<file path="src/rtl/cpf_pkg.sv">
package cpf_pkg;

    // outer header magic, in the order sent
    localparam logic [7:0] MAGIC_0 = 8'h55;
    localparam logic [7:0] MAGIC_1 = 8'hCC;
    localparam logic [7:0] MAGIC_2 = 8'h49;
    localparam logic [7:0] MAGIC_3 = 8'h57;

    // reflected polynomials
    localparam logic [7:0]  POLY8  = 8'h8C;
    localparam logic [15:0] POLY16 = 16'h8408;

    // configuration register reset values
    localparam logic [7:0]  SHORT_SEED_RST = 8'h77;
    localparam logic [15:0] LONG_SEED_RST  = 16'h3692;

    // configuration register indexes
    localparam logic CFG_SHORT_SEED = 1'b0;
    localparam logic CFG_LONG_SEED  = 1'b1;

    // inner packet length bounds and patched byte positions
    localparam int          LEN_W        = 10;
    localparam logic [9:0]  MIN_LEN      = 10'd10;
    localparam logic [9:0]  POS_SHORT    = 10'd3;
    localparam logic [9:0]  POS_SEQ_LO   = 10'd6;
    localparam logic [9:0]  POS_SEQ_HI   = 10'd7;

    // outer header sequencer: idle, one state per header byte still to send, then the held first byte
    typedef enum logic [8:0] {
        HDR_IDLE   = 9'b000000001,
        HDR_MAGIC1 = 9'b000000010,
        HDR_MAGIC2 = 9'b000000100,
        HDR_MAGIC3 = 9'b000001000,
        HDR_LEN_LO = 9'b000010000,
        HDR_LEN_HI = 9'b000100000,
        HDR_SEQ_LO = 9'b001000000,
        HDR_SEQ_HI = 9'b010000000,
        HDR_BODY   = 9'b100000000
    } t_hdr_state;

    function automatic logic [7:0] crc8_step(input logic [7:0] c, input logic [7:0] d);
        logic [7:0] v;
        v = c ^ d;
        for (int k = 0; k < 8; k++) begin
            v = v[0] ? ((v >> 1) ^ POLY8) : (v >> 1);
        end
        return v;
    endfunction

    function automatic logic [15:0] crc16_step(input logic [15:0] c, input logic [7:0] d);
        logic [15:0] v;
        v = c ^ {8'h00, d};
        for (int k = 0; k < 8; k++) begin
            v = v[0] ? ((v >> 1) ^ POLY16) : (v >> 1);
        end
        return v;
    endfunction

endpackage

</file>
<file path="src/rtl/command_packet_framer_crc_unit.sv">
// Command packet framer. Takes the bytes of one inner command packet and sends the framed
// packet: the first byte of a packet latches its length (clamped to 10..MAX_PACKET) and
// sequence number, and causes an 8-byte outer header (55 CC 49 57, length low/high, sequence
// low/high) ahead of the first inner byte. Inner byte 3 is replaced by a reflected CRC-8
// (poly 0x8C) over bytes 0..2, bytes 6 and 7 by the sequence, and the last two bytes by a
// reflected CRC-16 (poly 0x8408) over all earlier bytes, low byte first, the final one with
// tlast. Rate: one output transfer per cycle while the receiver is ready and bytes are offered.
// The first byte of a packet holds the input side off after its transfer while the rest of
// the header and that byte leave through the single output register. Both checksum
// updates are byte-wide combinational steps, registered when the byte is accepted. Seeds
// written on the configuration port take effect at the start of the next packet.
module command_packet_framer_crc_unit
    import cpf_pkg::*;
#(
    parameter int MAX_PACKET = 1023
) (
    input  logic        i_clk,
    input  logic        i_rst_n,
    // configuration write channel
    input  logic        i_cfg_valid,
    output logic        o_cfg_ready,
    input  logic        i_cfg_index,
    input  logic [15:0] i_cfg_data,
    // inner byte stream
    input  logic        i_s_axis_tvalid,
    output logic        o_s_axis_tready,
    input  logic [39:0] i_s_axis_tdata,  // inner_byte[7:0], packet_length[17:8],
                                         // sequence_number[33:18], zero fill
    // framed byte stream
    output logic        o_m_axis_tvalid,
    input  logic        i_m_axis_tready,
    output logic [7:0]  o_m_axis_tdata,  // out_byte[7:0]
    output logic        o_m_axis_tlast   // end_of_packet
);

    // clamp ceiling fits the 10-bit length field
    localparam logic [LEN_W-1:0] MAX_LEN =
        (MAX_PACKET > 1023) ? 10'd1023 : LEN_W'(MAX_PACKET);

    // configuration registers
    logic [7:0]  r_seed8;
    logic [15:0] r_seed16;

    // packet state
    logic [LEN_W-1:0] r_pos, n_pos;
    logic [LEN_W-1:0] r_len, n_len;
    logic [15:0]      r_seq, n_seq;
    logic [7:0]       r_short, n_short;
    logic [15:0]      r_long, n_long;
    logic [7:0]       r_held, n_held;
    t_hdr_state       r_hdr, n_hdr;

    // output register
    logic       r_out_valid, n_out_valid;
    logic [7:0] r_out_byte, n_out_byte;
    logic       r_out_last, n_out_last;

    logic             out_free;
    logic             hdr_busy;
    logic             s_fire;
    logic [7:0]       in_byte;
    logic [LEN_W-1:0] in_len;
    logic [15:0]      in_seq;
    logic [LEN_W-1:0] len_cl;
    logic             at_crc_lo;
    logic             at_crc_hi;
    logic [7:0]       body_byte;
    logic [7:0]       hdr_byte;

    assign in_byte = i_s_axis_tdata[7:0];
    assign in_len  = i_s_axis_tdata[17:8];
    assign in_seq  = i_s_axis_tdata[33:18];

    // output register can take a new byte when empty or being drained
    assign out_free        = !r_out_valid || i_m_axis_tready;
    assign hdr_busy        = (r_hdr != HDR_IDLE);
    assign o_s_axis_tready = !hdr_busy && out_free;
    assign s_fire          = i_s_axis_tvalid && o_s_axis_tready;
    assign o_cfg_ready     = 1'b1;

    assign len_cl = (in_len < MIN_LEN) ? MIN_LEN :
                    (in_len > MAX_LEN) ? MAX_LEN : in_len;

    // trailing checksum positions of the current packet
    assign at_crc_lo = ({1'b0, r_pos} + 11'd2) == {1'b0, r_len};
    assign at_crc_hi = ({1'b0, r_pos} + 11'd1) == {1'b0, r_len};

    // patched inner byte for positions other than the checksum tail
    always_comb begin
        if (r_pos == POS_SHORT) begin
            body_byte = r_short;
        end else if (r_pos == POS_SEQ_LO) begin
            body_byte = r_seq[7:0];
        end else if (r_pos == POS_SEQ_HI) begin
            body_byte = r_seq[15:8];
        end else begin
            body_byte = in_byte;
        end
    end

    // header byte for the current sequencer state
    always_comb begin
        case (r_hdr)
            HDR_MAGIC1: hdr_byte = MAGIC_1;
            HDR_MAGIC2: hdr_byte = MAGIC_2;
            HDR_MAGIC3: hdr_byte = MAGIC_3;
            HDR_LEN_LO: hdr_byte = r_len[7:0];
            HDR_LEN_HI: hdr_byte = {{(16 - LEN_W){1'b0}}, r_len[LEN_W-1:8]};
            HDR_SEQ_LO: hdr_byte = r_seq[7:0];
            HDR_SEQ_HI: hdr_byte = r_seq[15:8];
            HDR_BODY:   hdr_byte = r_held;
            default:    hdr_byte = MAGIC_0;
        endcase
    end

    always_comb begin
        n_pos       = r_pos;
        n_len       = r_len;
        n_seq       = r_seq;
        n_short     = r_short;
        n_long      = r_long;
        n_held      = r_held;
        n_hdr       = r_hdr;
        n_out_valid = r_out_valid && !i_m_axis_tready;
        n_out_byte  = r_out_byte;
        n_out_last  = r_out_last;

        if (hdr_busy && out_free) begin
            // rest of the outer header, then the held first inner byte
            n_out_valid = 1'b1;
            n_out_byte  = hdr_byte;
            n_out_last  = 1'b0;
            case (r_hdr)
                HDR_MAGIC1: n_hdr = HDR_MAGIC2;
                HDR_MAGIC2: n_hdr = HDR_MAGIC3;
                HDR_MAGIC3: n_hdr = HDR_LEN_LO;
                HDR_LEN_LO: n_hdr = HDR_LEN_HI;
                HDR_LEN_HI: n_hdr = HDR_SEQ_LO;
                HDR_SEQ_LO: n_hdr = HDR_SEQ_HI;
                HDR_SEQ_HI: n_hdr = HDR_BODY;
                default:    n_hdr = HDR_IDLE;
            endcase
        end else if (s_fire) begin
            n_out_valid = 1'b1;
            if (r_pos == '0) begin
                // first byte: latch packet fields, seed and fold in byte 0
                n_len      = len_cl;
                n_seq      = in_seq;
                n_short    = crc8_step(r_seed8, in_byte);
                n_long     = crc16_step(r_seed16, in_byte);
                n_held     = in_byte;
                n_pos      = 10'd1;
                n_hdr      = HDR_MAGIC1;
                n_out_byte = MAGIC_0;
                n_out_last = 1'b0;
            end else if (at_crc_lo) begin
                n_out_byte = r_long[7:0];
                n_out_last = 1'b0;
                n_pos      = r_pos + 10'd1;
            end else if (at_crc_hi) begin
                n_out_byte = r_long[15:8];
                n_out_last = 1'b1;
                n_pos      = '0;
            end else begin
                n_out_byte = body_byte;
                n_out_last = 1'b0;
                n_pos      = r_pos + 10'd1;
                if (r_pos < POS_SHORT) begin
                    n_short = crc8_step(r_short, body_byte);
                end
                n_long = crc16_step(r_long, body_byte);
            end
        end
    end

    always_ff @(posedge i_clk) begin
        if (!i_rst_n) begin
            r_seed8     <= SHORT_SEED_RST;
            r_seed16    <= LONG_SEED_RST;
            r_pos       <= '0;
            r_len       <= '0;
            r_seq       <= '0;
            r_short     <= '0;
            r_long      <= '0;
            r_hdr       <= HDR_IDLE;
            r_out_valid <= 1'b0;
            r_out_last  <= 1'b0;
        end else begin
            if (i_cfg_valid && o_cfg_ready) begin
                case (i_cfg_index)
                    CFG_SHORT_SEED: r_seed8  <= i_cfg_data[7:0];
                    CFG_LONG_SEED:  r_seed16 <= i_cfg_data;
                    default:        r_seed16 <= r_seed16;
                endcase
            end
            r_pos       <= n_pos;
            r_len       <= n_len;
            r_seq       <= n_seq;
            r_short     <= n_short;
            r_long      <= n_long;
            r_hdr       <= n_hdr;
            r_out_valid <= n_out_valid;
            r_out_last  <= n_out_last;
        end
    end

    // payload registers, no reset needed
    always_ff @(posedge i_clk) begin
        r_held     <= n_held;
        r_out_byte <= n_out_byte;
    end

    assign o_m_axis_tvalid = r_out_valid;
    assign o_m_axis_tdata  = r_out_byte;
    assign o_m_axis_tlast  = r_out_last;

`ifndef SYNTH
    // input side is held off while the header drains
    a_hdr_blocks_input: assert property (@(posedge i_clk) disable iff (!i_rst_n)
        hdr_busy |-> !o_s_axis_tready)
        else $error("input accepted during outer header");

    // a first byte opens the header with the first magic byte
    a_first_byte_magic: assert property (@(posedge i_clk) disable iff (!i_rst_n)
        (s_fire && r_pos == '0) |=>
            (o_m_axis_tvalid && o_m_axis_tdata == MAGIC_0 && r_hdr == HDR_MAGIC1))
        else $error("header did not start after first byte");

    // a pending final byte means the next input starts a new packet
    a_last_ends_packet: assert property (@(posedge i_clk) disable iff (!i_rst_n)
        (o_m_axis_tvalid && o_m_axis_tlast) |-> (r_pos == '0 && !hdr_busy))
        else $error("tlast sent inside a packet");

    // position stays inside the latched length
    a_pos_in_packet: assert property (@(posedge i_clk) disable iff (!i_rst_n)
        (r_pos != '0) |-> (r_pos < r_len && r_len >= MIN_LEN))
        else $error("byte position beyond packet length");
`endif

endmodule

</file>
<file path="config.mk">
export PLATFORM = sky130hd
export DESIGN_NAME = command_packet_framer_crc_unit
export DESIGN_NICKNAME = d
export VERILOG_FILES = /design/src/rtl/cpf_pkg.sv /design/src/rtl/command_packet_framer_crc_unit.sv
export SDC_FILE = /design/constraint.sdc
export NUM_CORES = 1
export LEC_CHECK = 0
export BUFFER_PORTS_ARGS = -buffer_cell sky130_fd_sc_hd__buf_4
export CAP_MARGIN = 10
export CORE_ASPECT_RATIO = 1.75
export CORE_MARGIN = 1
export CORE_UTILIZATION = 55
export CTS_CLUSTER_DIAMETER = 150
export DETAILED_ROUTE_END_ITERATION = 8
export PLACE_DENSITY_LB_ADDON = 0.08
export SKIP_LAST_GASP = 1
export SLEW_MARGIN = 20
export SYNTH_ARGS = -nofsm -noshare
export SYNTH_HDL_FRONTEND = slang
export SYNTH_SLANG_ARGS = --single-unit
export TNS_END_PERCENT = 5
</file>
<file path="constraint.sdc">
create_clock -name i_clk -period 7 [get_ports i_clk]
set_clock_uncertainty 0.05 [all_clocks]
set_input_delay 0.35 -clock i_clk [delete_from_list [all_inputs] [get_ports i_clk]]
set_output_delay 0.35 -clock i_clk [all_outputs]
set_load 0.01 [all_outputs]
</file>
==> flow_summary_export.csv <==
group,metric,value,unit
run_status,status,"complete, no violations",
cts,clock_tree.buffer_depth,2,
setup_path,critical_path_peak_fanout,21,
synth,asyncSetResetFlopFracSynth,0,%
timing,slew_headroom,40.5,%
synth,postSynth.topFlopCell,"sky130_fd_sc_hd__dfxtp_1",
floorplan,initial_utilization,56.1,%
final_layout,final_cells,1092,
timing,setup_viol_count_final,0,
final_layout,fillCellCount,1169,
cts,numCtsBuffers,9,
global_route,globalRouteTotalUtil,32.8,%
setup_path,timing.critical_path.arrival,4.57,ns
timing,finalHoldViolations,0,
setup_path,required,7.17,ns
cts,number_of_hold_buffers_added_after_cts,0,
setup_path,critical_path.endpoint_type,"register",
final_layout,nets,985,
timing,worst-slew-pin-transition,0.893,ns
synth,number_of_flops_mapped_to_enable_cells_by_yosys,16,
power_and_ir_drop,p_leak,2.86,nW
floorplan,ios,74,
global_route,antenna_found_initial,0,
synth,synth_commonest_cells,"sky130_fd_sc_hd__nand2_1 (173), sky130_fd_sc_hd__dfxtp_1 (95), sky130_fd_sc_hd__a21oi_1 (87)",
synth,synth_cell_type_count,76,
timing,holdWs,0.150,ns
global_route,grt_overflow_total,0,
floorplan,chipHeight,151,um
final_layout,area_growth,11.9,%
synth,post-synth-top-area-cell,"sky130_fd_sc_hd__dfxtp_1",
synth,post_synth.cell_area_avg,7.77,um2
timing,grt_setup_unrepaired,"no",
power_and_ir_drop,power.total,2.50,mW
route,antenna_violating_nets_post_route,0,
cts,cts-htree-levels,3,
final_layout,antenna_cells_inserted,0,
route,detail_route.wl_per_cell,19.0,um
synth,synth_warnings,0,
final_layout,final-seq-area,2380,um2
synth,post_synth_inst_count,898,
setup_path,critPathLaunchType,"register",
final_layout,multi_input_area,4300,um2
run,drv.max_cap_violation_count,0,
synth,netlist_top_cells_area,"sky130_fd_sc_hd__dfxtp_1 (27%), sky130_fd_sc_hd__xnor2_1 (9.4%), sky130_fd_sc_hd__nand2_1 (9.3%)",
synth,synth_largest_type_area_fraction,27.3,%
synth,synthesis.nets,964,
global_route,grt_pass1_vias,6495,
placed_design,globalplace.congestion,0.917,
power_and_ir_drop,power.ir.vdd_worst,155,uV
synth,yosysMostFrequentCell,"sky130_fd_sc_hd__nand2_1",
placed_design,detailed_place_hpwl,15400,um
placed_design,numPlacedInstances,1076,
power_and_ir_drop,pwr_density_cell,321,nW/um2
cts,post_cts.repair.setup_buffers,0,
final_layout,final_area,7800,um2
floorplan,area_of_the_die,13200,um2
route,dr.first_iter.drc_count,374,
global_route,grt_first_pass_wirelength,32600,um
timing,finalMaxSlewViolations,0,
cts,clock_latency_on_the_worst_skew_pair,0.36,ns
route,drt_wl_total,20700,um
hold_path,hold_path.class,"input port to register",
floorplan,fp.dieW,87.1,um
timing,fin_setup_tns,0,ns
floorplan,std_cell_rows,54,
cts,tritoncts,"built",
cts,cts_num_sinks,111,
route,vias_per_cell,6.17,
cts,cts.repair.resized,0,
floorplan,core-area,12400,um2
synth,seq_area_frac_synth,34.2,%
route,number_of_remaining_drc_errors,0,
placed_design,placement.io_buffers,66,
global_route,grt_start_max_net_pins,67,
setup_path,worst-setup-path-type,"register to register",
final_layout,layout-drive-gt1-share,11.5,%
route,drt_first_pass_iters,6,
cts,cts.reportedPaths.clkPinSlew,0.08,ns
timing,layout_worst_path_cycle_share,62.8,%
synth,netlist_area,6970,um2
timing,max_freq,0.228,GHz
route,vias,6736,
cts,clock_tree.root_cell,"sky130_fd_sc_hd__clkbuf_16",
timing,fin_crit,4.39,ns
synth,synth-seq-cells,111,
placed_design,detailed_place.area,7460,um2
-- power by group --
part | leakage [nW] | switching [mW] | internal (mW) | total (mW)
Sequential | 0.924 | 0.144 | 0.778 | 0.922
Combinational | 1.77 | 0.599 | 0.401 | 1.00
Clock | 0.162 | 0.261 | 0.323 | 0.584
Total | 2.86 | 1.00 | 1.50 | 2.50
-- state kept, by name (all words and copies together), names as in the netlist --
| name | count |
|---|---|
| r_pos | 10 |
| o_m_axis_tvalid | 1 |
| r_hdr | 9 |
| r_seed16 | 16 |
| o_m_axis_tdata | 8 |
| r_long | 16 |
| r_held | 8 |
| r_len | 10 |
| r_seq | 16 |
| r_seed8 | 8 |
| o_m_axis_tlast | 1 |
| r_short | 8 |
-- cell type report --
cell class                      count  share of cell area, %
Multi-Input combinational cell    716                   55.1
Sequential cell                   111                   30.5
Timing Repair Buffer               70                   6.74
Clock buffer                        9                   2.89
Tap cell                          168                   2.69
Clock inverter                      7                   1.48
Inverter                           11                  0.529
-- placed cells by master (no fill, tap or decap), types with 3 or more instances in the layout --
master	instances
sky130_fd_sc_hd__dfxtp_1	95
sky130_fd_sc_hd__nor2_1	58
sky130_fd_sc_hd__nand2b_1	9
sky130_fd_sc_hd__o211ai_1	15
sky130_fd_sc_hd__nor2b_1	11
sky130_fd_sc_hd__o22ai_1	7
sky130_fd_sc_hd__a31oi_1	8
sky130_fd_sc_hd__a22oi_1	9
sky130_fd_sc_hd__buf_4	70
sky130_fd_sc_hd__nand4_1	8
sky130_fd_sc_hd__a211oi_1	14
sky130_fd_sc_hd__nand3b_1	3
sky130_fd_sc_hd__and4b_1	4
sky130_fd_sc_hd__o21a_1	9
sky130_fd_sc_hd__a222oi_1	3
sky130_fd_sc_hd__a21boi_0	3
sky130_fd_sc_hd__a21oi_1	87
sky130_fd_sc_hd__xnor2_1	75
sky130_fd_sc_hd__or3_1	6
sky130_fd_sc_hd__nor3_1	17
sky130_fd_sc_hd__nand3_1	31
sky130_fd_sc_hd__a221o_1	3
sky130_fd_sc_hd__and3_1	7
sky130_fd_sc_hd__edfxtp_1	16
sky130_fd_sc_hd__or4_1	4
sky130_fd_sc_hd__nand2_1	173
sky130_fd_sc_hd__xor2_1	28
sky130_fd_sc_hd__o2111ai_1	4
sky130_fd_sc_hd__clkbuf_16	9
sky130_fd_sc_hd__nor3b_1	5
sky130_fd_sc_hd__a21o_1	6
sky130_fd_sc_hd__o21ai_0	38
sky130_fd_sc_hd__o221ai_1	4
sky130_fd_sc_hd__inv_1	10
sky130_fd_sc_hd__nor4_1	7
sky130_fd_sc_hd__ha_1	4
sky130_fd_sc_hd__a221oi_1	5
sky130_fd_sc_hd__and2_1	10
-- layer usage --
metal	wire length (um)	up-vias	global-route usage (%)	share of wire (%)
met5	0	-	0	0
met4	1500	0	23.7	7.2
met3	1140	83	5.83	5.5
met2	10800	275	60.4	52
met1	7220	3177	32.2	35
li1	-	3201	-	-
-- worst max-delay path: stages (launching register included) --
cell	delay [ns]
sky130_fd_sc_hd__dfxtp_1	0.46
sky130_fd_sc_hd__ha_1	0.64
sky130_fd_sc_hd__and3_1	0.34
sky130_fd_sc_hd__and3_1	0.18
sky130_fd_sc_hd__a31oi_1	0.06
sky130_fd_sc_hd__o311ai_0	0.45
sky130_fd_sc_hd__nand4_1	0.65
sky130_fd_sc_hd__nand2_1	0.52
sky130_fd_sc_hd__a21o_1	0.60
sky130_fd_sc_hd__a211oi_1	0.09
sky130_fd_sc_hd__a21oi_1	0.15
sky130_fd_sc_hd__nor2_1	0.05
-- metrics by stage --
stage	utilization [%]	setup slack [ns]
after floorplan	-	3.93
after global placement	60.0	2.85
after detailed placement	60.0	2.73
after CTS	62.7	2.70
after global routing	62.8	2.20
final	62.8	2.61
-- logic make-up (layout without fill, tap and decap cells) --
logic type	count (synthesis)	in the layout	synth area share, %
AOI/OAI and AO/OA	236	236	22.0
xor gates and xnor gates	104	104	13.2
adders and majority gates	4	4	0.718
buffers and inverters	71	97	4.25
DFF	111	111	34.2
muxes	3	3	0.520
other	1	1	0.0538
and+or+nand+nor	368	368	25.1
-- final timing paths --
path,start,to,slack [ns],cells past startpoint
max,r_pos[1],r_long[8],2.61,11
max reg2reg,r_pos[1],r_long[8],2.61,11
min reg2reg,r_seed8[7],r_seed8[7],0.42,2
min,i_cfg_data[12],r_seed16[12],0.15,3
No activity file was read; power rests on OpenSTA's default activity.
